[src/rtl/core/kps2_pkg.sv]
`timescale 1ns / 1ps
// ----------------------------------------------------------------------------
// kps2_pkg: shared types and constants for the PS/2 Set 2 encoder
// Queue geometry, prefix bytes, key ROM lookup, sequencer states.
// ----------------------------------------------------------------------------
package kps2_pkg;

  localparam int QUEUE_DEPTH = 32;
  localparam int IDX_W       = $clog2(QUEUE_DEPTH);
  localparam int CNT_W       = $clog2(QUEUE_DEPTH + 1);

  localparam logic [7:0] PREFIX_EXT   = 8'hE0;
  localparam logic [7:0] PREFIX_BREAK = 8'hF0;

  typedef enum logic [0:0] {
    CMD_KEY  = 1'b0,
    CMD_READ = 1'b1
  } kps2_cmd_t;

  typedef enum logic [2:0] {
    ST_IDLE,
    ST_LOOKUP,
    ST_PUSH,
    ST_READ,
    ST_DONE
  } kps2_state_t;

  typedef struct packed {
    logic       known;
    logic       ext;
    logic [7:0] make;
  } kps2_key_info_t;

  typedef struct packed {
    logic       push;
    logic       pop;
    logic [7:0] wdata;
  } kps2_fifo_ctl_t;

  // Linux key code -> Set 2 make code, extended flag
  function automatic kps2_key_info_t key_lookup(input logic [9:0] code);
    kps2_key_info_t r;
    r = '{known: 1'b1, ext: 1'b0, make: 8'h00};
    case (code)
      10'd16:  r.make = 8'h15;
      10'd17:  r.make = 8'h1D;
      10'd18:  r.make = 8'h24;
      10'd19:  r.make = 8'h2D;
      10'd20:  r.make = 8'h2C;
      10'd21:  r.make = 8'h35;
      10'd22:  r.make = 8'h3C;
      10'd23:  r.make = 8'h43;
      10'd24:  r.make = 8'h44;
      10'd25:  r.make = 8'h4D;
      10'd30:  r.make = 8'h1C;
      10'd31:  r.make = 8'h1B;
      10'd32:  r.make = 8'h23;
      10'd33:  r.make = 8'h2B;
      10'd34:  r.make = 8'h34;
      10'd35:  r.make = 8'h33;
      10'd36:  r.make = 8'h3B;
      10'd37:  r.make = 8'h42;
      10'd38:  r.make = 8'h4B;
      10'd44:  r.make = 8'h1A;
      10'd45:  r.make = 8'h22;
      10'd46:  r.make = 8'h21;
      10'd47:  r.make = 8'h2A;
      10'd48:  r.make = 8'h32;
      10'd49:  r.make = 8'h31;
      10'd50:  r.make = 8'h3A;
      10'd2:   r.make = 8'h16;
      10'd3:   r.make = 8'h1E;
      10'd4:   r.make = 8'h26;
      10'd5:   r.make = 8'h25;
      10'd6:   r.make = 8'h2E;
      10'd7:   r.make = 8'h36;
      10'd8:   r.make = 8'h3D;
      10'd9:   r.make = 8'h3E;
      10'd10:  r.make = 8'h46;
      10'd11:  r.make = 8'h45;
      10'd12:  r.make = 8'h4E;
      10'd13:  r.make = 8'h55;
      10'd26:  r.make = 8'h54;
      10'd27:  r.make = 8'h5B;
      10'd39:  r.make = 8'h4C;
      10'd40:  r.make = 8'h52;
      10'd51:  r.make = 8'h41;
      10'd52:  r.make = 8'h49;
      10'd53:  r.make = 8'h4A;
      10'd1:   r.make = 8'h76;
      10'd14:  r.make = 8'h66;
      10'd15:  r.make = 8'h0D;
      10'd28:  r.make = 8'h5A;
      10'd57:  r.make = 8'h29;
      10'd42:  r.make = 8'h12;
      10'd54:  r.make = 8'h59;
      10'd29:  r.make = 8'h14;
      10'd97:  begin r.make = 8'h14; r.ext = 1'b1; end
      10'd56:  r.make = 8'h11;
      10'd100: begin r.make = 8'h11; r.ext = 1'b1; end
      10'd59:  r.make = 8'h05;
      10'd60:  r.make = 8'h06;
      10'd61:  r.make = 8'h04;
      10'd62:  r.make = 8'h0C;
      10'd63:  r.make = 8'h03;
      10'd64:  r.make = 8'h0B;
      10'd65:  r.make = 8'h83;
      10'd66:  r.make = 8'h0A;
      10'd67:  r.make = 8'h01;
      10'd68:  r.make = 8'h09;
      10'd87:  r.make = 8'h78;
      10'd88:  r.make = 8'h07;
      10'd103: begin r.make = 8'h75; r.ext = 1'b1; end
      10'd108: begin r.make = 8'h72; r.ext = 1'b1; end
      10'd105: begin r.make = 8'h6B; r.ext = 1'b1; end
      10'd106: begin r.make = 8'h74; r.ext = 1'b1; end
      default: r.known = 1'b0;
    endcase
    return r;
  endfunction

endpackage

[src/rtl/core/keycode_to_ps2_set2_fifo.sv]
`timescale 1ns / 1ps
// ----------------------------------------------------------------------------
// keycode_to_ps2_set2_fifo: key event to PS/2 Set 2 byte queue
// Encodes key events into Set 2 byte sequences and serves byte reads.
// ----------------------------------------------------------------------------
// Usage:
//   Command port: drive in_cmd / in_key_code / in_release_req and pulse start
//   while busy is low; the item is taken on that edge and busy rises.
//   in_cmd = key event: the code is looked up in the key ROM; a known key
//   queues [E0] [F0] make as one unit, or nothing if the whole sequence does
//   not fit (out_overflow). in_cmd = read: pops one byte, or 0 if empty.
//   Result: out_strobe is high for exactly one cycle with all out_ fields;
//   the receiver cannot stall, so the result is simply dropped if unused.
// Sequencing:
//   Read: accept, the READ state pops the queue, DONE gives the result.
//   Key event: the LOOKUP state, then one queued byte (0..3 in all) per
//   cycle on the single queue write port in PUSH, then DONE gives the result.
//   busy holds new items off until IDLE; the queue write port sets the key rate.
// Reset: synchronous rst_n empties the queue (pointers and count to zero)
//   and returns the sequencer to idle; queue contents are left as they are.
// ----------------------------------------------------------------------------
module keycode_to_ps2_set2_fifo (
  input  logic       clk,
  input  logic       rst_n,
  input  logic       start,
  output logic       busy,
  input  logic       in_cmd,
  input  logic [9:0] in_key_code,
  input  logic       in_release_req,
  output logic       out_strobe,
  output logic [7:0] out_read_byte,
  output logic       out_byte_valid,
  output logic       out_key_known,
  output logic       out_overflow,
  output logic [5:0] out_fill_level
);

  kps2_pkg::kps2_state_t state_r, state_nxt;

  logic       cmd_r, cmd_nxt;
  logic [9:0] code_r, code_nxt;
  logic       rel_r, rel_nxt;
  logic [7:0] make_r, make_nxt;
  logic       pend_ext_r, pend_ext_nxt;   // E0 still to write
  logic       pend_rel_r, pend_rel_nxt;   // F0 still to write
  logic       known_r, known_nxt;
  logic       ovf_r, ovf_nxt;
  logic       valid_r, valid_nxt;

  kps2_pkg::kps2_fifo_ctl_t    fifo_ctl;
  logic [7:0]                  fifo_rd_data;
  logic [kps2_pkg::CNT_W-1:0]  fifo_count;

  kps2_pkg::kps2_key_info_t    info;
  logic [1:0]                  need;
  logic [kps2_pkg::CNT_W:0]    fill_after;
  logic                        fits;

  kps2_byte_fifo u_fifo (
    .clk     (clk),
    .rst_n   (rst_n),
    .ctl     (fifo_ctl),
    .rd_data (fifo_rd_data),
    .count   (fifo_count)
  );

  // lookup and room check, used in the lookup cycle only
  always_comb begin
    info       = kps2_pkg::key_lookup(code_r);
    need       = 2'd1 + {1'b0, info.ext} + {1'b0, rel_r};
    fill_after = {1'b0, fifo_count} + (kps2_pkg::CNT_W+1)'(need);
    fits       = (fill_after <= (kps2_pkg::CNT_W+1)'(kps2_pkg::QUEUE_DEPTH));
  end

  always_comb begin
    state_nxt    = state_r;
    cmd_nxt      = cmd_r;
    code_nxt     = code_r;
    rel_nxt      = rel_r;
    make_nxt     = make_r;
    pend_ext_nxt = pend_ext_r;
    pend_rel_nxt = pend_rel_r;
    known_nxt    = known_r;
    ovf_nxt      = ovf_r;
    valid_nxt    = valid_r;
    fifo_ctl     = '{push: 1'b0, pop: 1'b0, wdata: 8'h00};

    case (state_r)
      kps2_pkg::ST_IDLE: begin
        if (start) begin
          cmd_nxt   = in_cmd;
          code_nxt  = in_key_code;
          rel_nxt   = in_release_req;
          known_nxt = 1'b0;
          ovf_nxt   = 1'b0;
          valid_nxt = 1'b0;
          state_nxt = (in_cmd == kps2_pkg::CMD_READ) ? kps2_pkg::ST_READ
                                                      : kps2_pkg::ST_LOOKUP;
        end
      end
      kps2_pkg::ST_LOOKUP: begin
        known_nxt    = info.known;
        ovf_nxt      = info.known && !fits;
        make_nxt     = info.make;
        pend_ext_nxt = info.ext;
        pend_rel_nxt = rel_r;
        state_nxt    = (info.known && fits) ? kps2_pkg::ST_PUSH : kps2_pkg::ST_DONE;
      end
      kps2_pkg::ST_PUSH: begin
        fifo_ctl.push = 1'b1;
        if (pend_ext_r) begin
          fifo_ctl.wdata = kps2_pkg::PREFIX_EXT;
          pend_ext_nxt   = 1'b0;
        end else if (pend_rel_r) begin
          fifo_ctl.wdata = kps2_pkg::PREFIX_BREAK;
          pend_rel_nxt   = 1'b0;
        end else begin
          fifo_ctl.wdata = make_r;
          state_nxt      = kps2_pkg::ST_DONE;
        end
      end
      kps2_pkg::ST_READ: begin
        fifo_ctl.pop = (fifo_count != '0);
        valid_nxt    = (fifo_count != '0);
        state_nxt    = kps2_pkg::ST_DONE;
      end
      kps2_pkg::ST_DONE: begin
        state_nxt = kps2_pkg::ST_IDLE;
      end
      default: begin
        state_nxt = kps2_pkg::ST_IDLE;
      end
    endcase
  end

  always_ff @(posedge clk) begin
    if (!rst_n) begin
      state_r    <= kps2_pkg::ST_IDLE;
      pend_ext_r <= 1'b0;
      pend_rel_r <= 1'b0;
      known_r    <= 1'b0;
      ovf_r      <= 1'b0;
      valid_r    <= 1'b0;
    end else begin
      state_r    <= state_nxt;
      pend_ext_r <= pend_ext_nxt;
      pend_rel_r <= pend_rel_nxt;
      known_r    <= known_nxt;
      ovf_r      <= ovf_nxt;
      valid_r    <= valid_nxt;
    end
  end

  // item payload, no reset needed
  always_ff @(posedge clk) begin
    cmd_r  <= cmd_nxt;
    code_r <= code_nxt;
    rel_r  <= rel_nxt;
    make_r <= make_nxt;
  end

  assign busy           = (state_r != kps2_pkg::ST_IDLE);
  assign out_strobe     = (state_r == kps2_pkg::ST_DONE);
  // popped byte sits in the queue's read register until the next pop
  assign out_read_byte  = valid_r ? fifo_rd_data : 8'h00;
  assign out_byte_valid = valid_r;
  assign out_key_known  = known_r && (cmd_r == kps2_pkg::CMD_KEY);
  assign out_overflow   = ovf_r && (cmd_r == kps2_pkg::CMD_KEY);
  assign out_fill_level = 6'(fifo_count);

  // ---------------------------------------------------------------------------
  // Assertions
  // ---------------------------------------------------------------------------
  a_no_count_overrun: assert property (@(posedge clk) disable iff (!rst_n)
    fifo_count <= kps2_pkg::CNT_W'(kps2_pkg::QUEUE_DEPTH))
    else $error("queue count above depth");

  a_accept_sets_busy: assert property (@(posedge clk) disable iff (!rst_n)
    (start && !busy) |=> (busy && !out_strobe))
    else $error("accepted item did not raise busy");

  a_one_result_cycle: assert property (@(posedge clk) disable iff (!rst_n)
    out_strobe |=> (!out_strobe && !busy))
    else $error("result strobe longer than one cycle");

  a_result_kind: assert property (@(posedge clk) disable iff (!rst_n)
    out_strobe |-> (!(out_byte_valid && out_key_known) &&
                    (!out_overflow || out_key_known)))
    else $error("inconsistent result flags");

  a_overflow_no_push: assert property (@(posedge clk) disable iff (!rst_n)
    (out_strobe && out_overflow) |-> (fifo_count == $past(fifo_count)))
    else $error("dropped sequence changed the queue");

endmodule

[src/rtl/core/kps2_byte_fifo.sv]
`timescale 1ns / 1ps
// ----------------------------------------------------------------------------
// kps2_byte_fifo: scan code byte queue
// Single write port, registered read port, wrap pointers and fill count.
// ----------------------------------------------------------------------------
module kps2_byte_fifo (
  input  logic                      clk,
  input  logic                      rst_n,
  input  kps2_pkg::kps2_fifo_ctl_t  ctl,
  output logic [7:0]                rd_data,
  output logic [kps2_pkg::CNT_W-1:0] count
);

  logic [7:0]                 mem [kps2_pkg::QUEUE_DEPTH];
  logic [7:0]                 rd_data_r;
  logic [kps2_pkg::IDX_W-1:0] wr_ptr_r, wr_ptr_nxt;
  logic [kps2_pkg::IDX_W-1:0] rd_ptr_r, rd_ptr_nxt;
  logic [kps2_pkg::CNT_W-1:0] count_r, count_nxt;

  localparam logic [kps2_pkg::IDX_W-1:0] LAST_IDX = kps2_pkg::IDX_W'(kps2_pkg::QUEUE_DEPTH - 1);

  always_ff @(posedge clk) begin
    if (ctl.push) begin
      mem[wr_ptr_r] <= ctl.wdata;
    end
    if (ctl.pop) begin
      rd_data_r <= mem[rd_ptr_r];
    end
  end

  always_comb begin
    wr_ptr_nxt = wr_ptr_r;
    rd_ptr_nxt = rd_ptr_r;
    count_nxt  = count_r;
    if (ctl.push) begin
      wr_ptr_nxt = (wr_ptr_r == LAST_IDX) ? '0 : wr_ptr_r + 1'b1;
    end
    if (ctl.pop) begin
      rd_ptr_nxt = (rd_ptr_r == LAST_IDX) ? '0 : rd_ptr_r + 1'b1;
    end
    case ({ctl.push, ctl.pop})
      2'b10:   count_nxt = count_r + 1'b1;
      2'b01:   count_nxt = count_r - 1'b1;
      default: count_nxt = count_r;
    endcase
  end

  always_ff @(posedge clk) begin
    if (!rst_n) begin
      wr_ptr_r <= '0;
      rd_ptr_r <= '0;
      count_r  <= '0;
    end else begin
      wr_ptr_r <= wr_ptr_nxt;
      rd_ptr_r <= rd_ptr_nxt;
      count_r  <= count_nxt;
    end
  end

  assign rd_data = rd_data_r;
  assign count   = count_r;

endmodule
[config.mk]
export PLATFORM = sky130hd
export DESIGN_NAME = keycode_to_ps2_set2_fifo
export DESIGN_NICKNAME = d
export VERILOG_FILES = /design/src/rtl/core/kps2_pkg.sv /design/src/rtl/core/keycode_to_ps2_set2_fifo.sv /design/src/rtl/core/kps2_byte_fifo.sv
export SDC_FILE = /design/constraint.sdc
export NUM_CORES = 1
export LEC_CHECK = 0
export BUFFER_PORTS_ARGS = -buffer_cell sky130_fd_sc_hd__buf_2
export CORE_UTILIZATION = 54
export CTS_CLUSTER_SIZE = 20
export DETAILED_ROUTE_END_ITERATION = 7
export PLACE_DENSITY = 0.75
export REMOVE_ABC_BUFFERS = 1
export SLEW_MARGIN = 20
export SYNTH_ARGS = -nofsm -noshare
export SYNTH_HDL_FRONTEND = slang
export SYNTH_SLANG_ARGS = --single-unit
[constraint.sdc]
create_clock -name clk -period 4 [get_ports clk]
set_input_delay 0.2 -clock clk [delete_from_list [all_inputs] [get_ports clk]]
set_output_delay 0.2 -clock clk [all_outputs]
set_load 0.02 [all_outputs]
* Yosys cells after proc, flatten, opt, wreduce, memory -nomap -nowiden
Memories as Yosys holds them, arrays and structs flattened. A register that Yosys moved wholly into a read port is not among the register bits.
Index checks and enable logic that the tools add are counted.
** Operators by class
- Reductions and logical operators :: 21
- Order comparisons :: 1
- Bitwise gates (word level) :: 1
- Equality and inequality tests :: 83
- Add/subtract/negate cells :: 7
- Mux-type cells :: 27
** Operator list (number)
- $pmux 8 s70 :: 1
- $eq 10x6->1 const B :: 28
- $eq 10x5->1 const B :: 16
- $eq 10x7->1 const B :: 13
- $eq 10x4->1 const B :: 8
- $reduce_or 72->1 :: 1
- $eq 10x3->1 const B :: 4
- $mux 8 :: 4
- $eq 10x2->1 const B :: 2
- $mux 3 :: 4
- $pmux 3 s4 :: 1
- $pmux 6 s2 :: 1
- $add 5x1->5 const B :: 2
- $eq 10x1->1 const B :: 1
- $eq 5x5->1 const B :: 2
- $mux 5 :: 2
- $pmux 1 s2 :: 5
- $mux 1 :: 8
- $reduce_and 2->1 :: 4
- $reduce_bool 2->1 :: 4
- $add 6x2->7 :: 1
- $le 7x6->1 const B :: 1
- $add 6x1->6 const B :: 1
- $eq 3x2->1 const B :: 2
- other kinds (18) :: 24
** Storage, ports and cells
- Output and inout port bits :: 19
- Word-level logic and storage cells :: 154
- RAM bits :: 256
- Memories :: 1
- Bits in registers :: 44
** Memories
- u_fifo.mem :: words 32, bits a word 8, rd ports 1, clocked after Yosys merged registers in 1, wr ports 1, line kps2_byte_fifo.sv:14 : logic [7:0] mem [kps2_pkg::QUEUE_DEPTH];

* Depth between registers and ports, before layout
Gate-level depths: netlist of the first run.
- Depth in word-level cells :: 10
- Depth in mapped cells :: 15
- Gate-level depth less buffers :: 14

* Modules after synthesis
From an unflattened synthesis of the first run, not the netlist that was laid out.
** Second synthesis, totals
- Cell total of the unflattened synthesis :: 1022
- Area total of the unflattened synthesis :: 14132.3 um^2
** By module, submodules not included
- kps2_byte_fifo :: times used 1, seq. area each 8247.9 um^2, cells each 650, area each 11262.1 um^2
- keycode_to_ps2_set2_fifo :: times used 1, seq. area each 760.7 um^2, cells each 372, area each 2870.3 um^2

* Worst setup path before layout of the first run
Ideal clock, no wire load.
- Path type :: reg-to-reg
- Start point :: register code_r[9]
- End point :: register state_r[1]
- Required time :: 3.883 ns
- Stages on the path, launching flop included :: 14
- Clock period less this slack :: 3.104 ns
- Setup slack :: 0.896 ns
- Arrival time :: 2.987 ns
- Buffers on the path :: 1
- Cells stage by stage :: edfxtp_1 > or4b_1 > buf_2 > nor2_4 > o21a_1 > ha_1 > inv_1 > fa_1 > nor3b_1 > or3_1 > a21oi_1 > a31oi_1 > and3_1 > a22o_1
** On the way
- Word-level cells in the longest chain between the ends :: 10
- Elaborated cells on any way between the ends :: 83
- Those cells by class :: add/sub (3); order compare (1); eq/ne (72); mux (4); reduce/logical (3)
** RTL lines
- from (decl) :: line keycode_to_ps2_set2_fifo.sv:41 : logic [9:0] code_r, code_nxt;
- from (signal assigned) :: line keycode_to_ps2_set2_fifo.sv:157 : code_r <= code_nxt;
- $eq 10x7->1 :: line kps2_pkg.sv:44 : case (code)
- $reduce_or 6->1 (no line)
- $mux 1 :: line kps2_pkg.sv:44
- $add 1x1->2 :: line keycode_to_ps2_set2_fifo.sv:70 : need = 2'd1 + {1'b0, info.ext} + {1'b0, rel_r};
- $add 2x1->2 :: line keycode_to_ps2_set2_fifo.sv:70
- $add 6x2->7 :: line keycode_to_ps2_set2_fifo.sv:71 : fill_after = {1'b0, fifo_count} + (kps2_pkg::CNT_W+1)'(need);
- $le 7x6->1 :: line keycode_to_ps2_set2_fifo.sv:72 : fits = (fill_after <= (kps2_pkg::CNT_W+1)'(kps2_pkg::QUEUE_DEPTH));
- $logic_and 1x1->1 (*) :: line keycode_to_ps2_set2_fifo.sv:107 : state_nxt = (info.known && fits) ? kps2_pkg::ST_PUSH : kps2_pkg::ST_DONE;
- $mux 3 (*) :: line keycode_to_ps2_set2_fifo.sv:107
- $pmux 3 s4 (*) :: line keycode_to_ps2_set2_fifo.sv:88 : case (state_r)
- to (signal assigned) :: line keycode_to_ps2_set2_fifo.sv:138 : state_r <= kps2_pkg::ST_IDLE;
- to (signal assigned) :: line keycode_to_ps2_set2_fifo.sv:145 : state_r <= state_nxt;
- to (decl) :: line keycode_to_ps2_set2_fifo.sv:38 : kps2_pkg::kps2_state_t state_r, state_nxt;
Mark *: on every way between the ends. The rest lies on a longest branch, timed or not.
A chain may end at the register's enable or synchronous reset.

* Final worst setup path of the first run
Ends and elaborated chain as after synthesis.

==> results_dict.tcl, run 1 <==
set metrics [dict create \
    fin_crit_sh_pct 86.2 \
    slew_viol_final 0 \
    cts.sinks 308 \
    crit_arrival_ns 3.91 \
    vias_per_cell 6.27 \
    power_switching_mw 1.43 \
    path_clk_slew_ns 0.06 \
    p_seq_share_pct 52.0 \
    max_freq_mhz 290 \
    synth_seq_area_share_pct 65.5 \
    synth_enable_flop_cells 284 \
    rows 58 \
    multi_input_area_um2 4430 \
    powerDensity_nw_per_um2 439 \
    worstSkewPairLatency_ns 0.57 \
    fin_util_pct 61.6 \
    grt_antenna_before_repair 0 \
    synthFlopType "edfxtp_1" \
    final_cell_mix "edfxtp_1 (284), mux4_2 (80), nor2_1 (61)" \
    start_util_pct 54.8 \
    synth_area_per_cell_um2 15.6 \
    die_width_um 162 \
    grt_usage_pct 23.6 \
    period_minus_slack_ns 3.45 \
    synthCells 884 \
    area_growth_pct 12.5 \
    p_int_mw 5.37 \
    cts_buffer_depth 3 \
    cts_setup_buffers 0 \
    hold_buffers 12 \
    timing.hold.ws_ns 0.0805 \
    post_cts_resized 0 \
    pwr-share-clk_pct 43.7 \
    core-area_um2 25100 \
    seq_area_um2 9010 \
    layout-drive-gt1-share_pct 22.6 \
    drtPass1Iterations 7 \
    synthesis.area_um2 13700 \
    fill_cells 1864 \
    cap_viol_max_count 0 \
    route.detailed.drc 0 \
    placed_area_um2 14300 \
    hold_viol 0 \
    r2r_slack_ns 0.55 \
    cts_buffers 31 \
    min_path_type "in -> reg" \
    setup_slack_ns 0.551 \
    nets 960 \
    status "finished clean" \
    cts_tree "built" \
    worst_pin_slew_ns 1.05 \
    rsz0062_at_grt "no" \
    io_pins 34 \
    p_leak_nw 4.87 \
    netlist-cell-type-count 70 \
    wl_per_cell_um 23.2 \
    grt_pass1_wl_mm 46.4 \
    swShare_pct 21.0 \
    critPathRequiredTime_ns 4.46 \
    synth-seq-cells 308 \
    reg2reg_depth 12 \
    peakVddDrop_mv 0.295 \
    postLayoutCellArea_um2 15500 \
    ys.warnings.count 0 \
    holdPathEnd "u_fifo.wr_ptr_r[0]" \
    dieArea_um2 26100 \
    power_frac_comb_pct 4.3 \
    regToRegStartpoint "code_r[9]" \
    vias 8040 \
    fin_setup_tns_ns 0 \
    die_h_um 162 \
    diodes 0 \
    portBuffers 33 \
    ys_async_sr_fraction_pct 0 \
    initialDrtViolationCount 867 \
    slew_headroom_pct 29.9 \
    cp_max_fo 7 \
    hpwl_mm 19.0 \
    clock-root-buffer "clkbuf_16" \
    place_ws_ns 0.577 \
    gr-total-overflow 0 \
    r2r_end "state_r[1]" \
    end_kind "flop" \
    startpoint_type "flop" \
    min_from "rst_n" \
    first_global_vias 7902 \
    fin_skew_ns 0.0269 \
    worstSetupPathType "reg -> reg" \
    grt_max_degree 52 \
    htreeDepth 1 \
    ant_nets 0 \
    layout_commonest_cell "edfxtp_1" \
    setup_viol 0 \
    wirelength_mm 29.8 \
    hold_depth 2 \
    gp_congestion 0.936 \
]
## metrics by stage
step | std cells | power, mW
2_1_floorplan | 828 | 3.77
3_3_place_gp | 1213 | 3.88
3_5_place_dp | 1213 | 3.88
4_1_cts | 1283 | 6.83
5_1_grt | 1283 | 7.00
6_report | 1283 | 6.79
## flip-flops by register name, indices dropped and copies added (netlist names)
name             cells
u_fifo.mem         256
code_r              10
make_r               8
u_fifo.rd_data       8
u_fifo.count         6
u_fifo.rd_ptr_r      5
u_fifo.wr_ptr_r      5
state_r              3
cmd_r                1
known_r              1
out_byte_valid       1
ovf_r                1
pend_ext_r           1
pend_rel_r           1
rel_r                1
## worst max-delay path: stages (launching register included)
cell	delay, ns
edfxtp_1	0.43
or4b_1	0.72
nor2_4	0.21
o21a_1	0.20
ha_1	0.18
inv_1	0.05
fa_1	0.45
nor3b_1	0.16
or3_1	0.31
a21oi_1	0.16
a31oi_1	0.09
and3_1	0.21
a22o_1	0.18
## layout make-up
| class | instances | area share [%] |
|---|---|---|
| Clock inverter | 25 | 1.82 |
| Timing Repair Buffer | 67 | 3.07 |
| Tap cell | 330 | 2.67 |
| Sequential cell | 308 | 58.3 |
| Inverter | 19 | 0.461 |
| Clock buffer | 33 | 5.06 |
| Multi-Input combinational cell | 501 | 28.6 |
## cell usage after synthesis, types with 4 or more instances
cell type  count  area share [%]
buf_2         17            0.62
xnor2_1        5            0.32
mux2_2         8            0.66
a22oi_1        5            0.27
or3_1          7            0.32
nand4_1        6            0.27
o21ai_0       32             1.2
edfxtp_1     284              62
nor2b_1       15            0.68
and3_1         9            0.41
ha_1          15             1.4
a21o_1         4            0.22
nor3_1        19            0.69
a31oi_1       13            0.59
buf_1          5            0.14
nor2_1        64             1.7
dfxtp_1       24             3.5
o21ai_1        4            0.15
o32ai_1        4            0.25
nor3b_1        5            0.27
a22o_1         4            0.25
mux4_2        80              13
or4_1          4            0.22
clkbuf_1      28            0.76
inv_1         18            0.49
and2_1        18            0.82
nand2_1       47             1.3
a21oi_1       25            0.91
o22ai_1        4            0.18
nand3_1       19            0.69
nand2b_1       9            0.41
a21boi_0      10            0.55
a32oi_1        5            0.32
nand3b_1       6            0.33
## per-layer routing
| metal | global-route usage, % | vias up | routed length [um] |
|---|---|---|---|
| met2 | 37.9 | 370 | 14200 |
| met3 | 3.57 | 51 | 2320 |
| li1 | - | 3601 | - |
| met5 | 0 | - | 0 |
| met4 | 6.43 | 0 | 646 |
| met1 | 33.9 | 4018 | 12600 |
## worst max-delay path by stage
stage                        from           endpoint  slack [ns]  cells after the start
2_1_floorplan  u_fifo.rd_ptr_r[0]  u_fifo.rd_data[0]       -0.44                      3
3_3_place_gp            code_r[9]         state_r[1]        0.63                     12
3_5_place_dp            code_r[9]         state_r[1]        0.58                     12
4_1_cts                 code_r[9]         state_r[1]        0.56                     12
5_1_grt           u_fifo.count[3]    u_fifo.count[5]        0.22                     13
6_report                code_r[9]         state_r[1]        0.55                     12
## power groups by stage
stage / sequential (mW) / combinational [mW] / clock [mW]
6_report: 3.53 / 0.294 / 2.97
5_1_grt: 3.53 / 0.318 / 3.14
4_1_cts: 3.53 / 0.288 / 3.01
3_5_place_dp: 3.60 / 0.277 / 0
3_3_place_gp: 3.60 / 0.279 / 0
2_1_floorplan: 3.62 / 0.149 / 0
## cells by family after synthesis
family                   synth area share, %
flip-flops                              65.5
AND/OR/NAND/NOR                         9.42
AO/OA/AOI/OAI                           6.55
multiplexers                            13.8
buffers and inverters                   2.43
adder cells (fa/ha/maj)                 1.73
XOR/XNOR                               0.510
(Power assumes the default switching activity.)
==> run 2, diff against run 1 <==
--- a/config.mk
+++ b/config.mk
@@ -6,11 +6,14 @@
 export NUM_CORES = 1
 export LEC_CHECK = 0
 export BUFFER_PORTS_ARGS = -buffer_cell sky130_fd_sc_hd__buf_2
-export CORE_UTILIZATION = 54
+export CELL_PAD_IN_SITES_DETAIL_PLACEMENT = 1
+export CELL_PAD_IN_SITES_GLOBAL_PLACEMENT = 2
+export CORE_UTILIZATION = 47
 export CTS_CLUSTER_SIZE = 20
 export DETAILED_ROUTE_END_ITERATION = 7
-export PLACE_DENSITY = 0.75
+export PLACE_DENSITY = 0.85
 export REMOVE_ABC_BUFFERS = 1
+export SETUP_SLACK_MARGIN = 0.3
 export SLEW_MARGIN = 20
 export SYNTH_ARGS = -nofsm -noshare
 export SYNTH_HDL_FRONTEND = slang
==> results_dict.tcl, run 2 (synthesized netlist as in run 1, its figures left out) <==
set metrics [dict create \
    status "finished clean" \
    slew_headroom_pct 30.7 \
    cts.sinks 308 \
    cap_viol_max_count 0 \
    grt_usage_pct 22.8 \
    rsz0062_at_grt "no" \
    wirelength_mm 33.8 \
    timing.hold.ws_ns 0.126 \
    largest_register "u_fifo.mem" \
    startpoint_type "flop" \
    powerDensity_nw_per_um2 432 \
    min_path_type "in -> reg" \
    period_minus_slack_ns 3.39 \
    htreeDepth 1 \
    gr-total-overflow 0 \
    gp_congestion 0.888 \
    route.detailed.drc 0 \
    clock-root-buffer "clkbuf_16" \
    diodes 0 \
    hpwl_mm 22.0 \
    grt_antenna_before_repair 0 \
    cts_buffer_depth 3 \
    layout_commonest_cell "edfxtp_1" \
    vias_per_cell 6.03 \
    die_h_um 173 \
    drtPass1Iterations 5 \
    setup_viol 0 \
    slew_viol_final 0 \
    critPathRequiredTime_ns 4.49 \
    area_growth_pct 13.1 \
    place_ws_ns 0.635 \
    cp_max_fo 6 \
    first_global_vias 8439 \
    peakVddDrop_mv 0.299 \
    postLayoutCellArea_um2 15500 \
    final_cell_mix "edfxtp_1 (284), mux4_2 (80), nor2_1 (61)" \
    setup_slack_ns 0.614 \
    cts_buffers 31 \
    crit_arrival_ns 3.88 \
    ant_nets 0 \
    fill_cells 2744 \
    initialDrtViolationCount 677 \
    fin_skew_ns 0.0144 \
    largest_reg_flops 256 \
    grt_pass1_wl_mm 51.7 \
    p_leak_nw 4.88 \
    wl_per_cell_um 25.1 \
    portBuffers 33 \
    max_freq_mhz 295 \
    fin_crit_sh_pct 84.7 \
    grt_max_degree 45 \
    dieArea_um2 29900 \
    placed_area_um2 14400 \
    cts_tree "built" \
    io_pins 34 \
    end_kind "flop" \
    nets 968 \
    rows 62 \
    core-area_um2 28700 \
    path_clk_slew_ns 0.06 \
    reg_top3 "u_fifo.mem (256), code_r (10)" \
    worstSetupPathType "reg -> reg" \
    worst_pin_slew_ns 1.03 \
    worstSkewPairLatency_ns 0.56 \
    hold_viol 0 \
    vias 8114 \
    fin_setup_tns_ns 0 \
    die_width_um 173 \
    layout-drive-gt1-share_pct 23.0 \
    start_util_pct 47.9 \
]
## run 2: cell count changes in the layout (fill, tap and decap cells not counted), moves of 2 or more
cell,previous run,this run
clkinv_1,6,1
buf_4,20,28
bufinv_16,5,2
clkinv_4,2,0
clkbuf_1,2,9
clkinv_2,7,5
clkbuf_8,0,5
inv_6,2,4
## run 2: path summary, 6_finish.rpt
kind	startpoint	slack, ns	cells past startpoint	end
worst max-delay path	code_r[9]	0.61	13	state_r[1]
worst min-delay path	rst_n	0.13	2	u_fifo.wr_ptr_r[0]
worst max register to register	code_r[9]	0.61	13	state_r[1]
worst min register to register	ovf_r	0.50	1	ovf_r
## run 2: what timing repair did
action,CTS,global route
hold buffers,12,0
resized for setup,0,1
buffers inserted,0,5
hold endpoints to repair,12,0
setup endpoints to repair,0,2
## run 2: layout make-up
| class | count | area [um2] | area share, % |
|---|---|---|---|
| clock buffer | 45 | 878 | 5.65 |
| clock inverter | 13 | 135 | 0.869 |
| inverter | 19 | 71.3 | 0.459 |
| multi-input combinational | 501 | 4430 | 28.5 |
| sequential | 308 | 9010 | 58.0 |
| tap | 384 | 480 | 3.09 |
| timing repair buffer | 75 | 536 | 3.44 |
## run 2: power breakdown
| group | internal, mW | leakage, nW | switching (mW) | total [mW] |
|---|---|---|---|---|
| combinational | 0.106 | 1.64 | 0.204 | 0.310 |
| clock | 1.66 | 0.495 | 1.21 | 2.87 |
| sequential | 3.51 | 2.75 | 0.0187 | 3.53 |
## run 2: stage by stage
step | power (mW) | util (%) | instances
finish | 6.71 | 54.2 | 1345
global placement | 3.89 | 50.1 | 1270
CTS | 6.75 | 54.0 | 1340
floorplan | 3.77 | - | 828
global route | 6.89 | 54.2 | 1345
detailed placement | 3.89 | 50.1 | 1270
## run 2: per-layer routing
metal	up-vias	global-route usage [%]	share of wire [%]	wire (um)
met4	0	6.45	2.3	761
met2	246	38.3	49	16600
met3	51	3.01	5.0	1690
met1	4192	31.2	43	14700
met5	-	0	0	0
li1	3625	-	-	-
## run 2: worst max-delay path, stage by stage (launching register included)
cell,delay [ns]
edfxtp_1,0.42
or4b_1,0.63
nor2_4,0.19
o21a_1,0.23
ha_1,0.20
inv_1,0.06
fa_1,0.50
nor3b_1,0.24
nand3_1,0.10
o21ai_0,0.09
nand2_1,0.08
a31oi_1,0.27
and3_1,0.20
a22o_1,0.12
